<file path="src/design/ps2dl_pkg.sv">
// Shared types and constants for the PS/2 device-side link.
// Used by the controller, the datapath and the top level; depends on nothing.
`timescale 1ns / 1ps

package ps2dl_pkg;

  // Host and device line bits
  localparam logic [1:0] LINE_CLK  = 2'b01;
  localparam logic [1:0] LINE_DATA = 2'b10;
  localparam logic [1:0] LINE_BOTH = 2'b11;
  localparam logic [1:0] LINE_NONE = 2'b00;

  // Hold period register
  localparam int unsigned HOLD_W = 12;
  localparam logic [HOLD_W-1:0] HOLD_RESET = 12'd200;
  localparam logic [HOLD_W-1:0] HOLD_MIN   = 12'd16;
  localparam int unsigned ACCUM_W = 13;

  // Register map (index = byte address / 4)
  localparam logic REG_HOLD_PERIOD = 1'b0;

  // Input kinds carried on tuser
  localparam logic OP_TIME = 1'b0;
  localparam logic OP_PUSH = 1'b1;

  // Frame layout: start, eight data bits, parity, stop
  localparam int unsigned FRAME_W = 11;
  localparam logic [3:0] FRAME_LAST_BIT = 4'd10;
  localparam int unsigned LEVEL_W = 6;

  typedef enum logic [1:0] {
    MODE_DETECT,
    MODE_INHIBITED,
    MODE_RECEIVING,
    MODE_SENDING
  } link_mode_e;

  typedef enum logic [2:0] {
    PH_READY,
    PH_SEND_LO,
    PH_SEND_HI,
    PH_RECV_HI,
    PH_RECV_LO
  } phase_e;

  typedef enum logic [1:0] {
    ST_IDLE,
    ST_RUN,
    ST_POP,
    ST_EMIT
  } ctrl_state_e;

  // Controller to datapath
  typedef struct packed {
    logic accept_push;
    logic accept_time;
    logic run_phase;
    logic finish_pop;
    logic emit;
  } ctrl_cmd_t;

  // Datapath to controller
  typedef struct packed {
    logic accum_ge_hold;
    logic pop_req;
    logic slot_free;
  } dp_status_t;

endpackage

</file>
<file path="src/design/ps2dl_ram.sv">
// Generic single-write, single-read RAM with a registered read port.
// No dependencies; holds the transmit FIFO bytes.
`timescale 1ns / 1ps

module ps2dl_ram #(
  parameter int unsigned WIDTH = 8,
  parameter int unsigned DEPTH = 32
) (
  input  logic                     clk_i,
  input  logic                     we_i,
  input  logic [$clog2(DEPTH)-1:0] waddr_i,
  input  logic [WIDTH-1:0]         wdata_i,
  input  logic                     re_i,
  input  logic [$clog2(DEPTH)-1:0] raddr_i,
  output logic [WIDTH-1:0]         rdata_o
);

  logic [WIDTH-1:0] mem_q [DEPTH];
  logic [WIDTH-1:0] rdata_q;

  // Write port
  always_ff @(posedge clk_i) begin
    if (we_i) begin
      mem_q[waddr_i] <= wdata_i;
    end
  end

  // Registered read port
  always_ff @(posedge clk_i) begin
    if (re_i) begin
      rdata_q <= mem_q[raddr_i];
    end
  end

  assign rdata_o = rdata_q;

endmodule

</file>
<file path="src/design/ps2dl_ctrl.sv">
// Sequencer for the PS/2 device-side link: accepts beats, loops hold phases,
// hands the result beat over. Depends on ps2dl_pkg.
`timescale 1ns / 1ps

module ps2dl_ctrl (
  input  logic                  clk_i,
  input  logic                  rst_ni,
  input  logic                  in_valid_i,
  input  logic                  in_op_i,
  output logic                  in_ready_o,
  input  ps2dl_pkg::dp_status_t stat_i,
  output ps2dl_pkg::ctrl_cmd_t  cmd_o
);
  import ps2dl_pkg::*;

  ctrl_state_e state_q, state_d;

  // State register
  always_ff @(posedge clk_i or negedge rst_ni) begin
    if (!rst_ni) begin
      state_q <= ST_IDLE;
    end else begin
      state_q <= state_d;
    end
  end

  // Next state and commands
  always_comb begin
    state_d    = state_q;
    cmd_o      = '0;
    in_ready_o = 1'b0;
    unique case (state_q)
      ST_IDLE: begin
        in_ready_o = 1'b1;
        if (in_valid_i) begin
          if (in_op_i == OP_PUSH) begin
            cmd_o.accept_push = 1'b1;
            state_d = ST_EMIT;
          end else begin
            cmd_o.accept_time = 1'b1;
            state_d = ST_RUN;
          end
        end
      end
      ST_RUN: begin
        // one hold phase per cycle while the accumulator covers a period, except where a FIFO pop intervenes
        if (stat_i.accum_ge_hold) begin
          cmd_o.run_phase = 1'b1;
          if (stat_i.pop_req) begin
            state_d = ST_POP;
          end
        end else begin
          state_d = ST_EMIT;
        end
      end
      ST_POP: begin
        cmd_o.finish_pop = 1'b1;
        state_d = ST_RUN;
      end
      ST_EMIT: begin
        if (stat_i.slot_free) begin
          cmd_o.emit = 1'b1;
          state_d = ST_IDLE;
        end
      end
    endcase
  end

endmodule

</file>
<file path="src/design/ps2dl_datapath.sv">
// Datapath of the PS/2 device-side link: link state, phase logic, transmit
// FIFO (on ps2dl_ram) and the result register. Depends on ps2dl_pkg.
`timescale 1ns / 1ps

module ps2dl_datapath #(
  parameter int unsigned FIFO_DEPTH = 32
) (
  input  logic                          clk_i,
  input  logic                          rst_ni,
  input  ps2dl_pkg::ctrl_cmd_t          cmd_i,
  output ps2dl_pkg::dp_status_t         stat_o,
  input  logic [ps2dl_pkg::HOLD_W-1:0]  hold_period_i,
  input  logic [7:0]                    elapsed_i,
  input  logic [1:0]                    line_in_i,
  input  logic [7:0]                    tx_byte_i,
  input  logic                          out_ready_i,
  output logic                          out_valid_o,
  output logic [1:0]                    line_out_o,
  output logic                          rx_valid_o,
  output logic [7:0]                    rx_byte_o,
  output logic                          rx_parity_ok_o,
  output logic                          rx_stop_ok_o,
  output logic [ps2dl_pkg::LEVEL_W-1:0] fifo_level_o,
  output logic                          push_dropped_o
);
  import ps2dl_pkg::*;

  localparam int unsigned AW = $clog2(FIFO_DEPTH);
  localparam int unsigned CW = $clog2(FIFO_DEPTH + 1);

  // Link state
  link_mode_e           mode_q;
  phase_e               phase_q;
  logic [FRAME_W-1:0]   frame_q;
  logic [3:0]           bit_q;
  logic [ACCUM_W-1:0]   accum_q;
  logic [1:0]           drive_q;
  logic [1:0]           line_q;
  logic [AW-1:0]        head_q;
  logic [CW-1:0]        count_q;

  // Per-item results
  logic                 done_q;
  logic [7:0]           rxb_q;
  logic                 par_q;
  logic                 stop_q;
  logic                 dropped_q;

  // Result register
  logic                 out_valid_q;
  logic [1:0]           o_line_q;
  logic                 o_rxv_q;
  logic [7:0]           o_rxb_q;
  logic                 o_par_q;
  logic                 o_stop_q;
  logic [LEVEL_W-1:0]   o_level_q;
  logic                 o_drop_q;

  // Phase outcome
  link_mode_e           mode_n;
  phase_e               phase_n;
  logic [FRAME_W-1:0]   frame_n;
  logic [3:0]           bit_n;
  logic [1:0]           drive_n;
  logic                 done_n;
  logic                 pop_req;

  logic [HOLD_W-1:0]    hold_eff;
  logic                 accum_ge;
  logic                 fifo_full;
  logic [AW:0]          wr_sum;
  logic [AW-1:0]        wr_addr;
  logic [AW-1:0]        head_inc;
  logic [7:0]           pop_byte;
  logic                 ram_we;

  // Clamp the hold period and compare against the accumulator
  assign hold_eff = (hold_period_i < HOLD_MIN) ? HOLD_MIN : hold_period_i;
  assign accum_ge = accum_q >= ACCUM_W'(hold_eff);

  // FIFO pointers
  assign fifo_full = count_q >= CW'(FIFO_DEPTH);
  assign wr_sum    = (AW+1)'(head_q) + (AW+1)'(count_q);
  assign wr_addr   = (wr_sum >= (AW+1)'(FIFO_DEPTH)) ? AW'(wr_sum - (AW+1)'(FIFO_DEPTH))
                                                     : AW'(wr_sum);
  assign head_inc  = (head_q == AW'(FIFO_DEPTH - 1)) ? '0 : head_q + 1'b1;
  assign ram_we    = cmd_i.accept_push & ~fifo_full;

  ps2dl_ram #(
    .WIDTH (8),
    .DEPTH (FIFO_DEPTH)
  ) u_fifo_ram (
    .clk_i   (clk_i),
    .we_i    (ram_we),
    .waddr_i (wr_addr),
    .wdata_i (tx_byte_i),
    .re_i    (cmd_i.run_phase),
    .raddr_i (head_q),
    .rdata_o (pop_byte)
  );

  // One hold phase: line detection, then half a clock period of activity
  always_comb begin
    mode_n  = mode_q;
    phase_n = phase_q;
    frame_n = frame_q;
    bit_n   = bit_q;
    drive_n = drive_q;
    done_n  = 1'b0;
    pop_req = 1'b0;

    if (mode_q == MODE_DETECT || mode_q == MODE_INHIBITED) begin
      if (line_q == LINE_CLK) begin
        // host request-to-send
        mode_n  = MODE_RECEIVING;
        phase_n = PH_RECV_LO;
        bit_n   = '0;
        frame_n = '0;
      end else if (line_q == LINE_BOTH) begin
        frame_n = '0;
        mode_n  = MODE_SENDING;
        phase_n = PH_READY;
      end else begin
        mode_n  = MODE_INHIBITED;
      end
    end

    unique case (mode_n)
      MODE_INHIBITED: begin
        drive_n = LINE_BOTH;
      end
      MODE_RECEIVING: begin
        if (phase_n == PH_RECV_HI) begin
          if (bit_n >= FRAME_LAST_BIT) begin
            drive_n = LINE_BOTH;
            mode_n  = MODE_DETECT;
          end else begin
            if (line_q[1]) begin
              frame_n[bit_n] = 1'b1;
            end
            drive_n = LINE_BOTH;
            phase_n = PH_RECV_LO;
            bit_n   = bit_n + 1'b1;
          end
        end else if (phase_n == PH_RECV_LO) begin
          if (bit_n >= FRAME_LAST_BIT) begin
            done_n  = 1'b1;
            drive_n = LINE_NONE;
          end else begin
            drive_n = LINE_DATA;
          end
          phase_n = PH_RECV_HI;
        end
      end
      MODE_SENDING: begin
        unique case (phase_n)
          PH_READY: begin
            if (count_q == '0) begin
              drive_n = LINE_CLK;
            end else begin
              // byte load completes in the following cycle
              pop_req = 1'b1;
            end
          end
          PH_SEND_LO: begin
            drive_n = frame_n[0] ? LINE_DATA : LINE_NONE;
            frame_n = frame_n >> 1;
            phase_n = PH_SEND_HI;
          end
          PH_SEND_HI: begin
            drive_n = drive_n | LINE_CLK;
            if (frame_n != '0) begin
              phase_n = PH_SEND_LO;
            end else begin
              mode_n  = MODE_DETECT;
            end
          end
          default: begin
          end
        endcase
      end
      MODE_DETECT: begin
      end
    endcase
  end

  // Link state registers
  always_ff @(posedge clk_i or negedge rst_ni) begin
    if (!rst_ni) begin
      mode_q  <= MODE_DETECT;
      phase_q <= PH_READY;
      frame_q <= '0;
      bit_q   <= '0;
      accum_q <= '0;
      drive_q <= '0;
      line_q  <= '0;
      head_q  <= '0;
      count_q <= '0;
    end else begin
      if (cmd_i.accept_time) begin
        accum_q <= accum_q + ACCUM_W'(elapsed_i);
        line_q  <= line_in_i;
      end
      if (ram_we) begin
        count_q <= count_q + 1'b1;
      end
      if (cmd_i.run_phase) begin
        accum_q <= accum_q - ACCUM_W'(hold_eff);
        mode_q  <= mode_n;
        phase_q <= phase_n;
        frame_q <= frame_n;
        bit_q   <= bit_n;
        drive_q <= drive_n;
      end
      if (cmd_i.finish_pop) begin
        // start 0, data LSB first, odd parity, stop 1
        frame_q <= {1'b1, ~^pop_byte, pop_byte, 1'b0};
        phase_q <= PH_SEND_LO;
        head_q  <= head_inc;
        count_q <= count_q - 1'b1;
      end
    end
  end

  // Per-item receive and drop results
  always_ff @(posedge clk_i or negedge rst_ni) begin
    if (!rst_ni) begin
      done_q    <= 1'b0;
      rxb_q     <= '0;
      par_q     <= 1'b0;
      stop_q    <= 1'b0;
      dropped_q <= 1'b0;
    end else begin
      if (cmd_i.accept_time || cmd_i.accept_push) begin
        done_q    <= 1'b0;
        rxb_q     <= '0;
        par_q     <= 1'b0;
        stop_q    <= 1'b0;
        dropped_q <= cmd_i.accept_push & fifo_full;
      end
      if (cmd_i.run_phase && done_n) begin
        done_q <= 1'b1;
        rxb_q  <= frame_n[7:0];
        par_q  <= ^frame_n[8:0];
        stop_q <= frame_n[9];
      end
    end
  end

  // Result register: load on emit, drop on downstream take
  always_ff @(posedge clk_i or negedge rst_ni) begin
    if (!rst_ni) begin
      out_valid_q <= 1'b0;
    end else if (cmd_i.emit) begin
      out_valid_q <= 1'b1;
    end else if (out_ready_i) begin
      out_valid_q <= 1'b0;
    end
  end

  always_ff @(posedge clk_i) begin
    if (cmd_i.emit) begin
      o_line_q  <= drive_q;
      o_rxv_q   <= done_q;
      o_rxb_q   <= rxb_q;
      o_par_q   <= par_q;
      o_stop_q  <= stop_q;
      o_level_q <= LEVEL_W'(count_q);
      o_drop_q  <= dropped_q;
    end
  end

  assign stat_o.accum_ge_hold = accum_ge;
  assign stat_o.pop_req       = pop_req;
  assign stat_o.slot_free     = ~out_valid_q | out_ready_i;

  assign out_valid_o    = out_valid_q;
  assign line_out_o     = o_line_q;
  assign rx_valid_o     = o_rxv_q;
  assign rx_byte_o      = o_rxb_q;
  assign rx_parity_ok_o = o_par_q;
  assign rx_stop_ok_o   = o_stop_q;
  assign fifo_level_o   = o_level_q;
  assign push_dropped_o = o_drop_q;

endmodule

</file>
<file path="src/design/ps2_device_side_link.sv">
// Top level of the PS/2 device-side link: stream ports, APB register,
// controller and datapath. Depends on ps2dl_pkg, ps2dl_ctrl, ps2dl_datapath.
//
//  channel  | direction | beat contents
//  ---------+-----------+---------------------------------------------------
//  s_axis   | in        | tuser: operation; tdata: elapsed, line_in, tx_byte
//  m_axis   | out       | tdata: line_out, rx_valid, rx_byte, rx_parity_ok,
//           |           |        rx_stop_ok, fifo_level, push_dropped
//  apb      | in/out    | hold_period at byte address 0
//
// One beat is worked at a time. A push beat passes through EMIT to its result.
// A time beat runs hold phases in the phase loop while the accumulator covers
// the hold period, each FIFO pop adding a RAM read, and ends once the
// accumulator is found below the hold period.
// The result register lets the next beat enter while a result is still held.
// Reset leaves the FIFO RAM uncleared; no clearing pass is needed.
`timescale 1ns / 1ps

module ps2_device_side_link #(
  parameter int unsigned FIFO_DEPTH = 32
) (
  input  logic        clk_i,
  input  logic        rst_ni,
  // input stream
  input  logic        s_axis_tvalid,
  output logic        s_axis_tready,
  input  logic [23:0] s_axis_tdata,  // elapsed[7:0], line_in[9:8], tx_byte[17:10], zero pad
  input  logic        s_axis_tuser,  // operation
  // result stream
  output logic        m_axis_tvalid,
  input  logic        m_axis_tready,
  output logic [23:0] m_axis_tdata,  // line_out[1:0], rx_valid[2], rx_byte[10:3],
                                     // rx_parity_ok[11], rx_stop_ok[12],
                                     // fifo_level[18:13], push_dropped[19], zero pad
  // configuration
  input  logic        psel,
  input  logic        penable,
  input  logic        pwrite,
  input  logic [2:0]  paddr,
  input  logic [31:0] pwdata,
  output logic [31:0] prdata,
  output logic        pready
);
  import ps2dl_pkg::*;

  logic [HOLD_W-1:0]  hold_q;
  logic               reg_sel;
  ctrl_cmd_t          cmd;
  dp_status_t         stat;

  logic [1:0]         line_out;
  logic               rx_valid;
  logic [7:0]         rx_byte;
  logic               rx_parity_ok;
  logic               rx_stop_ok;
  logic [LEVEL_W-1:0] fifo_level;
  logic               push_dropped;

  // APB register
  assign pready  = 1'b1;
  assign reg_sel = (paddr[2] == REG_HOLD_PERIOD);

  always_ff @(posedge clk_i or negedge rst_ni) begin
    if (!rst_ni) begin
      hold_q <= HOLD_RESET;
    end else if (psel && penable && pwrite && reg_sel) begin
      hold_q <= pwdata[HOLD_W-1:0];
    end
  end

  assign prdata = reg_sel ? {{(32-HOLD_W){1'b0}}, hold_q} : '0;

  ps2dl_ctrl u_ctrl (
    .clk_i      (clk_i),
    .rst_ni     (rst_ni),
    .in_valid_i (s_axis_tvalid),
    .in_op_i    (s_axis_tuser),
    .in_ready_o (s_axis_tready),
    .stat_i     (stat),
    .cmd_o      (cmd)
  );

  ps2dl_datapath #(
    .FIFO_DEPTH (FIFO_DEPTH)
  ) u_datapath (
    .clk_i          (clk_i),
    .rst_ni         (rst_ni),
    .cmd_i          (cmd),
    .stat_o         (stat),
    .hold_period_i  (hold_q),
    .elapsed_i      (s_axis_tdata[7:0]),
    .line_in_i      (s_axis_tdata[9:8]),
    .tx_byte_i      (s_axis_tdata[17:10]),
    .out_ready_i    (m_axis_tready),
    .out_valid_o    (m_axis_tvalid),
    .line_out_o     (line_out),
    .rx_valid_o     (rx_valid),
    .rx_byte_o      (rx_byte),
    .rx_parity_ok_o (rx_parity_ok),
    .rx_stop_ok_o   (rx_stop_ok),
    .fifo_level_o   (fifo_level),
    .push_dropped_o (push_dropped)
  );

  // Pack the result beat
  assign m_axis_tdata = {4'b0000, push_dropped, fifo_level, rx_stop_ok, rx_parity_ok,
                         rx_byte, rx_valid, line_out};

endmodule
</file>
<file path="config.mk">
export PLATFORM = sky130hd
export DESIGN_NAME = ps2_device_side_link
export DESIGN_NICKNAME = d
export VERILOG_FILES = /design/src/design/ps2dl_pkg.sv /design/src/design/ps2dl_ram.sv /design/src/design/ps2dl_ctrl.sv /design/src/design/ps2dl_datapath.sv /design/src/design/ps2_device_side_link.sv
export SDC_FILE = /design/constraint.sdc
export NUM_CORES = 1
export LEC_CHECK = 0
export BUFFER_PORTS_ARGS = -buffer_cell sky130_fd_sc_hd__buf_2
export CAP_MARGIN = 20
export CORE_ASPECT_RATIO = 1.5
export CORE_MARGIN = 8
export CORE_UTILIZATION = 38
export DETAILED_ROUTE_END_ITERATION = 16
export GPL_TIMING_DRIVEN = 0
export SYNTH_ARGS = -nofsm -noshare
export SYNTH_HDL_FRONTEND = slang
export SYNTH_SLANG_ARGS = --single-unit
</file>
<file path="constraint.sdc">
create_clock -name clk_i -period 3.3 [get_ports clk_i]
set_input_delay 0.165 -clock clk_i [delete_from_list [all_inputs] [get_ports clk_i]]
set_output_delay 0.165 -clock clk_i [all_outputs]
set_load 0.1 [all_outputs]
</file>
==> impl_metrics.toml, run 1 <==
[clock_network]
worst_path_clk_slew_ns = 0.06
cts_buffers = 37
ctsHtreeMaxLevel = 2
cts_sinks = 359
clkLatencyLatePin_ns = 0.54
cts_tree = "done"
cts_buffer_depth = 3
clk_root_buffer_cell = "clkbuf_16"

[sta]
hold_viol_final = 0
count_of_final_max_slew_check_failures = 0
timing.final.crit_share_pct = 96.2
measured_slew_at_the_worst_slew_check_pin_ns = 1.03
fmax_achieved_mhz = 315
clock-skew-final_ns = 0.0216
grt_setup_unrepaired = "true"
timing.slew.headroom_pct = 31.5
finalHoldWorstSlack_ns = 0.0338
final.setup.worst_slack_ns = 0.127
fin_crit_ns = 3.17
timing.final.setup_violations = 0

[logic_synthesis]
synth-compound-area-share_pct = 6.46
dominant_synthesized_flop_cell = "edfxtp_1"
register_area_share_after_synthesis_pct = 63.6
synthAdderAreaFrac_pct = 3.09
yosys_warnings = 0
synth-edff-count = 284
synth_mux_area_share_pct = 13.1
yosysTopAreaCellShare_pct = 52.1
synth.largest_area_cell = "edfxtp_1"
async_flop_share_pct = 20.9
main_combinational_cell_family_by_area_after_synthesis = "multiplexers"
avg_cell_area_syn_um2 = 15.0
mappedNetlistArea_um2 = 16400
synth_unique_cells = 79
ys_ff_latch = 359
post_synth_xor_area_fraction_pct = 2.26
synth-simple-area-share_pct = 8.18
synth.area.top_cells = "edfxtp_1 52%, dfrtp_1 11%, mux4_2 11%"
syn_inst = 1095

[layout]
post_route_cells_drive_above_1_share_pct = 27.4
finish.instance_area_um2 = 19300
diodes = 0
finish.net_count = 1365
most_frequent_cells_in_the_layout = "284 x edfxtp_1, 95 x nand2_1, 80 x mux4_2, 77 x buf_2, 72 x dfrtp_1"
most_common_cell_after_layout_fill_and_taps_aside = "edfxtp_1"
share_of_the_core_filled_with_cells_in_the_final_layout_pct = 45.2
synthToLayoutAreaGrowth_pct = 17.8

[pwr]
power_per_cell_area_nw_per_um2 = 944
max-vdd-ir-drop_mv = 0.433
cellLeakagePower_nw = 7.03

[floorplan]
design.core.area_um2 = 42700
num_rows = 93
die_area_um2 = 50100
fp.dieH_um = 270
chipWidth_um = 186
pin_count = 126
initial_core_utilization_pct = 38.3

[place]
placed_area_um2 = 17600
pre_cts_ws_ns = -1.16
gpl.final_weighted_congestion = 0.907
port_buffers = 72
dp.final_hpwl_um = 28600

[setup_path]
timing.rr.start = "hold_q[8]"
timing.rr.end = "u_datapath.phase_q[1]"
worst-r2r-cell-count = 14
crit_path_max_fanout = 7
crit_arrival_ns = 3.63
cp_data_required_time_ns = 3.76
crit_path_start_kind = "flip-flop"
end_kind = "flip-flop"
cp_slowest_stage_delay_ns = 0.43
rrSetupSlack_ns = 0.13
critical_path.cell_chain = "nor4_4 -> nand2_2 -> nand2_2 -> ha_1 -> nor2b_2 -> o21ai_2 -> a21boi_2 -> o311ai_4 -> a311o_2 -> clkinv_4 -> buf_12 -> nor2_4 -> o21ai_1 -> o21ai_1"
setup_crit_path_kind = "flip-flop to flip-flop"
cp_slowest_cell = "a311o_2"

[min_path]
timing.hold.worst_endpoint = "u_ctrl.state_q[1]"
launch_point_of_the_worst_hold_path = "s_axis_tvalid"
whs_path_depth = 3
worstHoldPathType = "input pin to flip-flop"

[route]
drt_pre_antenna_iters = 5
drc = 0
postRouteAntennaNets = 0
initialDrtViolationCount = 616
routedWlPerCell_um = 21.3
post_drt_via_cell_ratio = 5.23
dr_total_vias = 9718
final_wirelength_um = 39600

[global_routing]
grt_pass1_vias = 10368
antenna_found_initial = 0
tot_gr_track_use_pct = 15.9
grt_max_degree = 63
grt_remaining_overflow = 0
grt_pass1_wl_um = 61200

[status]
run_status = "finished clean"

[run]
max_cap_violations = 0
## cells by family after synthesis
family,count (synthesis)
adders and majority gates,38
buffers and inverters,106
other,2
AOI/OAI and AO/OA,165
xor gates and xnor gates,39
muxes,110
and+or+nand+nor,276
DFF,359
## layout make-up
type | count | area [um2]
clock buffers | 42 | 955
plain buffers | 73 | 463
well taps | 570 | 713
multi-input cells | 654 | 5640
flip-flops and latches | 359 | 10400
fillers | 3813 | 23400
repair inverters | 1 | 5.00
inverters | 32 | 129
repair buffers | 102 | 671
clock inverters | 25 | 319
## Yosys cell counts, drive strengths merged (12+ instances only)
| library cell | n |
|---|---|
| edfxtp | 284 |
| nand2 | 100 |
| mux4 | 80 |
| dfrtp | 72 |
| nor2 | 72 |
| buf | 53 |
| o21ai | 48 |
| a21oi | 41 |
| ha | 34 |
| inv | 31 |
| mux2 | 27 |
| nand3 | 26 |
| xnor2 | 25 |
| clkbuf | 21 |
| a21o | 16 |
| nor2b | 13 |
| nor3 | 13 |
| xor2 | 13 |
| nand2b | 12 |
## critical path, delay by kind of cell, from the launching register on
kind,cells,cell delay [ns]
fa+ha+maj,1,0.26
compound gates,6,1.17
buf+inv,2,0.33
flops,1,0.42
simple gates,5,0.89
## metal layers
layer  vias up  wire length, um  global-route usage, %
li1       4469                -                      -
met1      4881            14700                   17.5
met2       277            21500                   29.6
met3        91             1790                   2.25
met4         0             1580                   6.71
met5         -                0                      0
## metrics by stage
| step | instances | TNS, ns | total power, W |
|---|---|---|---|
| after global routing | 1858 | -0.457 | 0.0191 |
| final | 1858 | 0 | 0.0182 |
| after floorplan | 1118 | 0 | 0.0115 |
| after CTS | 1855 | 0 | 0.0182 |
| after global placement | 1760 | -43.08 | 0.0134 |
| after detailed placement | 1762 | -44.89 | 0.0135 |
## where the power goes
part | internal (W) | switching (W)
Clock | 0.00258 | 0.00177
Sequential | 0.00546 | 0.000467
Combinational | 0.00314 | 0.00481
Total | 0.0112 | 0.00705
## worst max path at each step
stage / cells past startpoint / to / startpoint / slack [ns]
4_1_cts: 14 / u_datapath.phase_q[1] / hold_q[11] / 0.0005
5_1_grt: 14 / u_datapath.phase_q[1] / hold_q[10] / -0.03
2_1_floorplan: 11 / u_datapath.u_fifo_ram.rdata_o[0] / hold_q[11] / 0.22
6_report: 14 / u_datapath.phase_q[1] / hold_q[8] / 0.13
3_3_place_gp: 13 / u_datapath.rxb_q[5] / hold_q[11] / -1.17
3_5_place_dp: 13 / u_datapath.rxb_q[5] / hold_q[11] / -1.16
## state kept, by name (all words and copies together) (netlist names), 3 cells and up
name,count
hold_q,12
u_datapath.accum_q,13
u_datapath.bit_q,4
u_datapath.count_q,6
u_datapath.fifo_level_o,6
u_datapath.frame_q,11
u_datapath.head_q,5
u_datapath.phase_q,3
u_datapath.rx_byte_o,8
u_datapath.rxb_q,8
u_datapath.u_fifo_ram.mem_q,256
u_datapath.u_fifo_ram.rdata_o,8
## repair_timing
action                                  CTS  global route
resized for setup                        29            28
pin swaps                                 3             6
hold buffers                             17             0
buffers inserted                          9             2
endpoints found under the hold margin    89             0
gates cloned                              1             1
endpoints found under the setup margin   56           113
Note: power is estimated with default switching activity, not from simulation.
==> run 2: changes to the inputs <==
--- a/config.mk
+++ b/config.mk
@@ -9,9 +9,10 @@
 export CAP_MARGIN = 20
 export CORE_ASPECT_RATIO = 1.5
 export CORE_MARGIN = 8
-export CORE_UTILIZATION = 38
+export CORE_UTILIZATION = 54
 export DETAILED_ROUTE_END_ITERATION = 16
 export GPL_TIMING_DRIVEN = 0
+export PLACE_DENSITY = 0.76
 export SYNTH_ARGS = -nofsm -noshare
 export SYNTH_HDL_FRONTEND = slang
 export SYNTH_SLANG_ARGS = --single-unit
==> impl_metrics.toml, run 2 (synthesized netlist as in run 1, its figures left out) <==
[clock_network]
worst_path_clk_slew_ns = 0.06
cts_sinks = 359
ctsHtreeMaxLevel = 2
clk_root_buffer_cell = "clkbuf_16"
cts_buffer_depth = 3
clkLatencyLatePin_ns = 0.54
cts_tree = "done"
cts_buffers = 34

[global_routing]
antenna_found_initial = 0
grt_remaining_overflow = 0
grt_max_degree = 68
grt_pass1_wl_um = 57000
tot_gr_track_use_pct = 21.0
grt_pass1_vias = 10003

[sta]
hold_viol_final = 0
count_of_final_max_slew_check_failures = 0
fmax_achieved_mhz = 314
timing.slew.headroom_pct = 31.9
grt_setup_unrepaired = "true"
measured_slew_at_the_worst_slew_check_pin_ns = 1.02
fin_crit_ns = 3.18
timing.final.setup_violations = 0
timing.final.crit_share_pct = 96.5
finalHoldWorstSlack_ns = 0.0247
clock-skew-final_ns = 0.0241

[setup_path]
critical_path.endpoint = "u_datapath.u_fifo_ram.mem_q[9][5]"
cp_slowest_cell = "nor2_1"
setup_crit_path_kind = "flip-flop to flip-flop"
worst-r2r-cell-count = 8
critPathLaunch = "u_datapath.count_q[0]"
crit_path_max_fanout = 8
critical_path.n_buffers_inverters = 0
timing.rr.start = "u_datapath.count_q[0]"
cp_slowest_stage_delay_ns = 0.66
crit_path_start_kind = "flip-flop"
end_kind = "flip-flop"
number_of_cells_on_the_critical_path = 8
cell_family_with_the_largest_share_of_critical_path_delay = "simple AND/OR/NAND/NOR gates"
cp_data_required_time_ns = 3.45
critical_path.cell_chain = "ha_1 -> fa_1 -> a21o_1 -> a21oi_1 -> xor2_1 -> nor2_1 -> nand2_1 -> nor2_1"
crit_arrival_ns = 3.34
rrSetupSlack_ns = 0.12
timing.rr.end = "u_datapath.u_fifo_ram.mem_q[9][5]"
timing.critical_path.mode_cell = "nor2_1"

[route]
postRouteAntennaNets = 0
routedWlPerCell_um = 22.5
dr_total_vias = 9807
drt_pre_antenna_iters = 7
initialDrtViolationCount = 853
drc = 0
post_drt_via_cell_ratio = 5.84
final_wirelength_um = 37800

[pwr]
power.total_w = 0.0175
cellLeakagePower_nw = 6.94
max-vdd-ir-drop_mv = 0.809
power_per_cell_area_nw_per_um2 = 930

[floorplan]
pin_count = 126
initial_core_utilization_pct = 54.5
die_area_um2 = 36300
num_rows = 78
chipWidth_um = 158
fp.dieH_um = 229
design.core.area_um2 = 30100

[min_path]
launch_point_of_the_worst_hold_path = "s_axis_tvalid"
whs_path_depth = 3
worstHoldPathType = "input pin to flip-flop"

[place]
dp.final_hpwl_um = 26600
port_buffers = 72
gpl.final_weighted_congestion = 0.892

[layout]
diodes = 0
synthToLayoutAreaGrowth_pct = 15.1
post_route_cells_drive_above_1_share_pct = 25.7
share_of_the_core_filled_with_cells_in_the_final_layout_pct = 62.7
largest_register = "u_datapath.u_fifo_ram.mem_q"
most_frequent_cells_in_the_layout = "284 x edfxtp_1, 96 x nand2_1, 80 x mux4_2, 77 x buf_2, 72 x dfrtp_1"
largest_register_ffs = 256
finish.net_count = 1358
fill_cells = 2178
biggestRegsByFlops = "u_datapath.u_fifo_ram.mem_q: 256 flops, u_datapath.accum_q: 13 flops, hold_q: 12 flops"
most_common_cell_after_layout_fill_and_taps_aside = "edfxtp_1"

[run]
max_cap_violations = 0

[status]
run_status = "finished clean"
-- run 2: power breakdown --
group | leakage, nW | internal (W) | switching (W) | total [W]
sequential | 3.49 | 0.00546 | 0.000431 | 0.00589
combinational | 2.91 | 0.00302 | 0.00470 | 0.00773
clock | 0.551 | 0.00221 | 0.00170 | 0.00391
-- run 2: worst min path at each step --
| stage | to | slack, ns |
|---|---|---|
| after floorplan | hold_q[0] | -0.13 |
| after global placement | u_datapath.line_q[1] | 0.39 |
| after detailed placement | hold_q[0] | 0.01 |
| after CTS | u_ctrl.state_q[0] | 0.01 |
| after global routing | u_ctrl.state_q[0] | 0.04 |
| final | u_ctrl.state_q[0] | 0.02 |
-- run 2: metal layers --
layer / wire length [um] / GRT usage (%) / part of all wire, %
met1: 13000 / 22.3 / 34
met2: 20500 / 38.4 / 54
met3: 2130 / 3.43 / 5.6
met4: 2130 / 11.6 / 5.6
met5: 0 / 0 / 0
-- run 2: what timing repair did --
item | in CTS | in global routing
endpoints found under the hold margin | 90 | 0
hold buffers | 19 | 0
gates resized for setup | 22 | 26
buffers inserted | 1 | 4
endpoints found under the setup margin | 55 | 76
pin swaps | 1 | 5
cloned | 0 | 1
-- run 2: area by class of cell --
class	instances	area, um2	share of cell area [%]
sequential	359	10400	55.2
timing repair buffer	98	633	3.36
inverter	32	125	0.664
clock buffer	38	887	4.71
clock inverter	23	228	1.21
timing repair inverter	1	8.76	0.0465
tap	400	500	2.66
buffer	74	460	2.44
multi-input combinational	653	5590	29.7
-- run 2: tightest hold or removal path, cell delays in order --
cell	delay (ns)
buf_2	0.13
o32ai_1	0.13
a21oi_1	0.08
-- run 2: metrics by stage --
stage                     setup WS, ns  setup TNS [ns]  instances  cell area (um2)
after floorplan                  0.220               0       1118            16500
after global placement          -0.973          -35.56       1590            17300
after detailed placement        -0.994          -36.92       1592            17400
after CTS                       0.0290               0       1673            18800
after global routing          -0.00611         -0.0324       1678            18800
final                            0.115               0       1678            18800
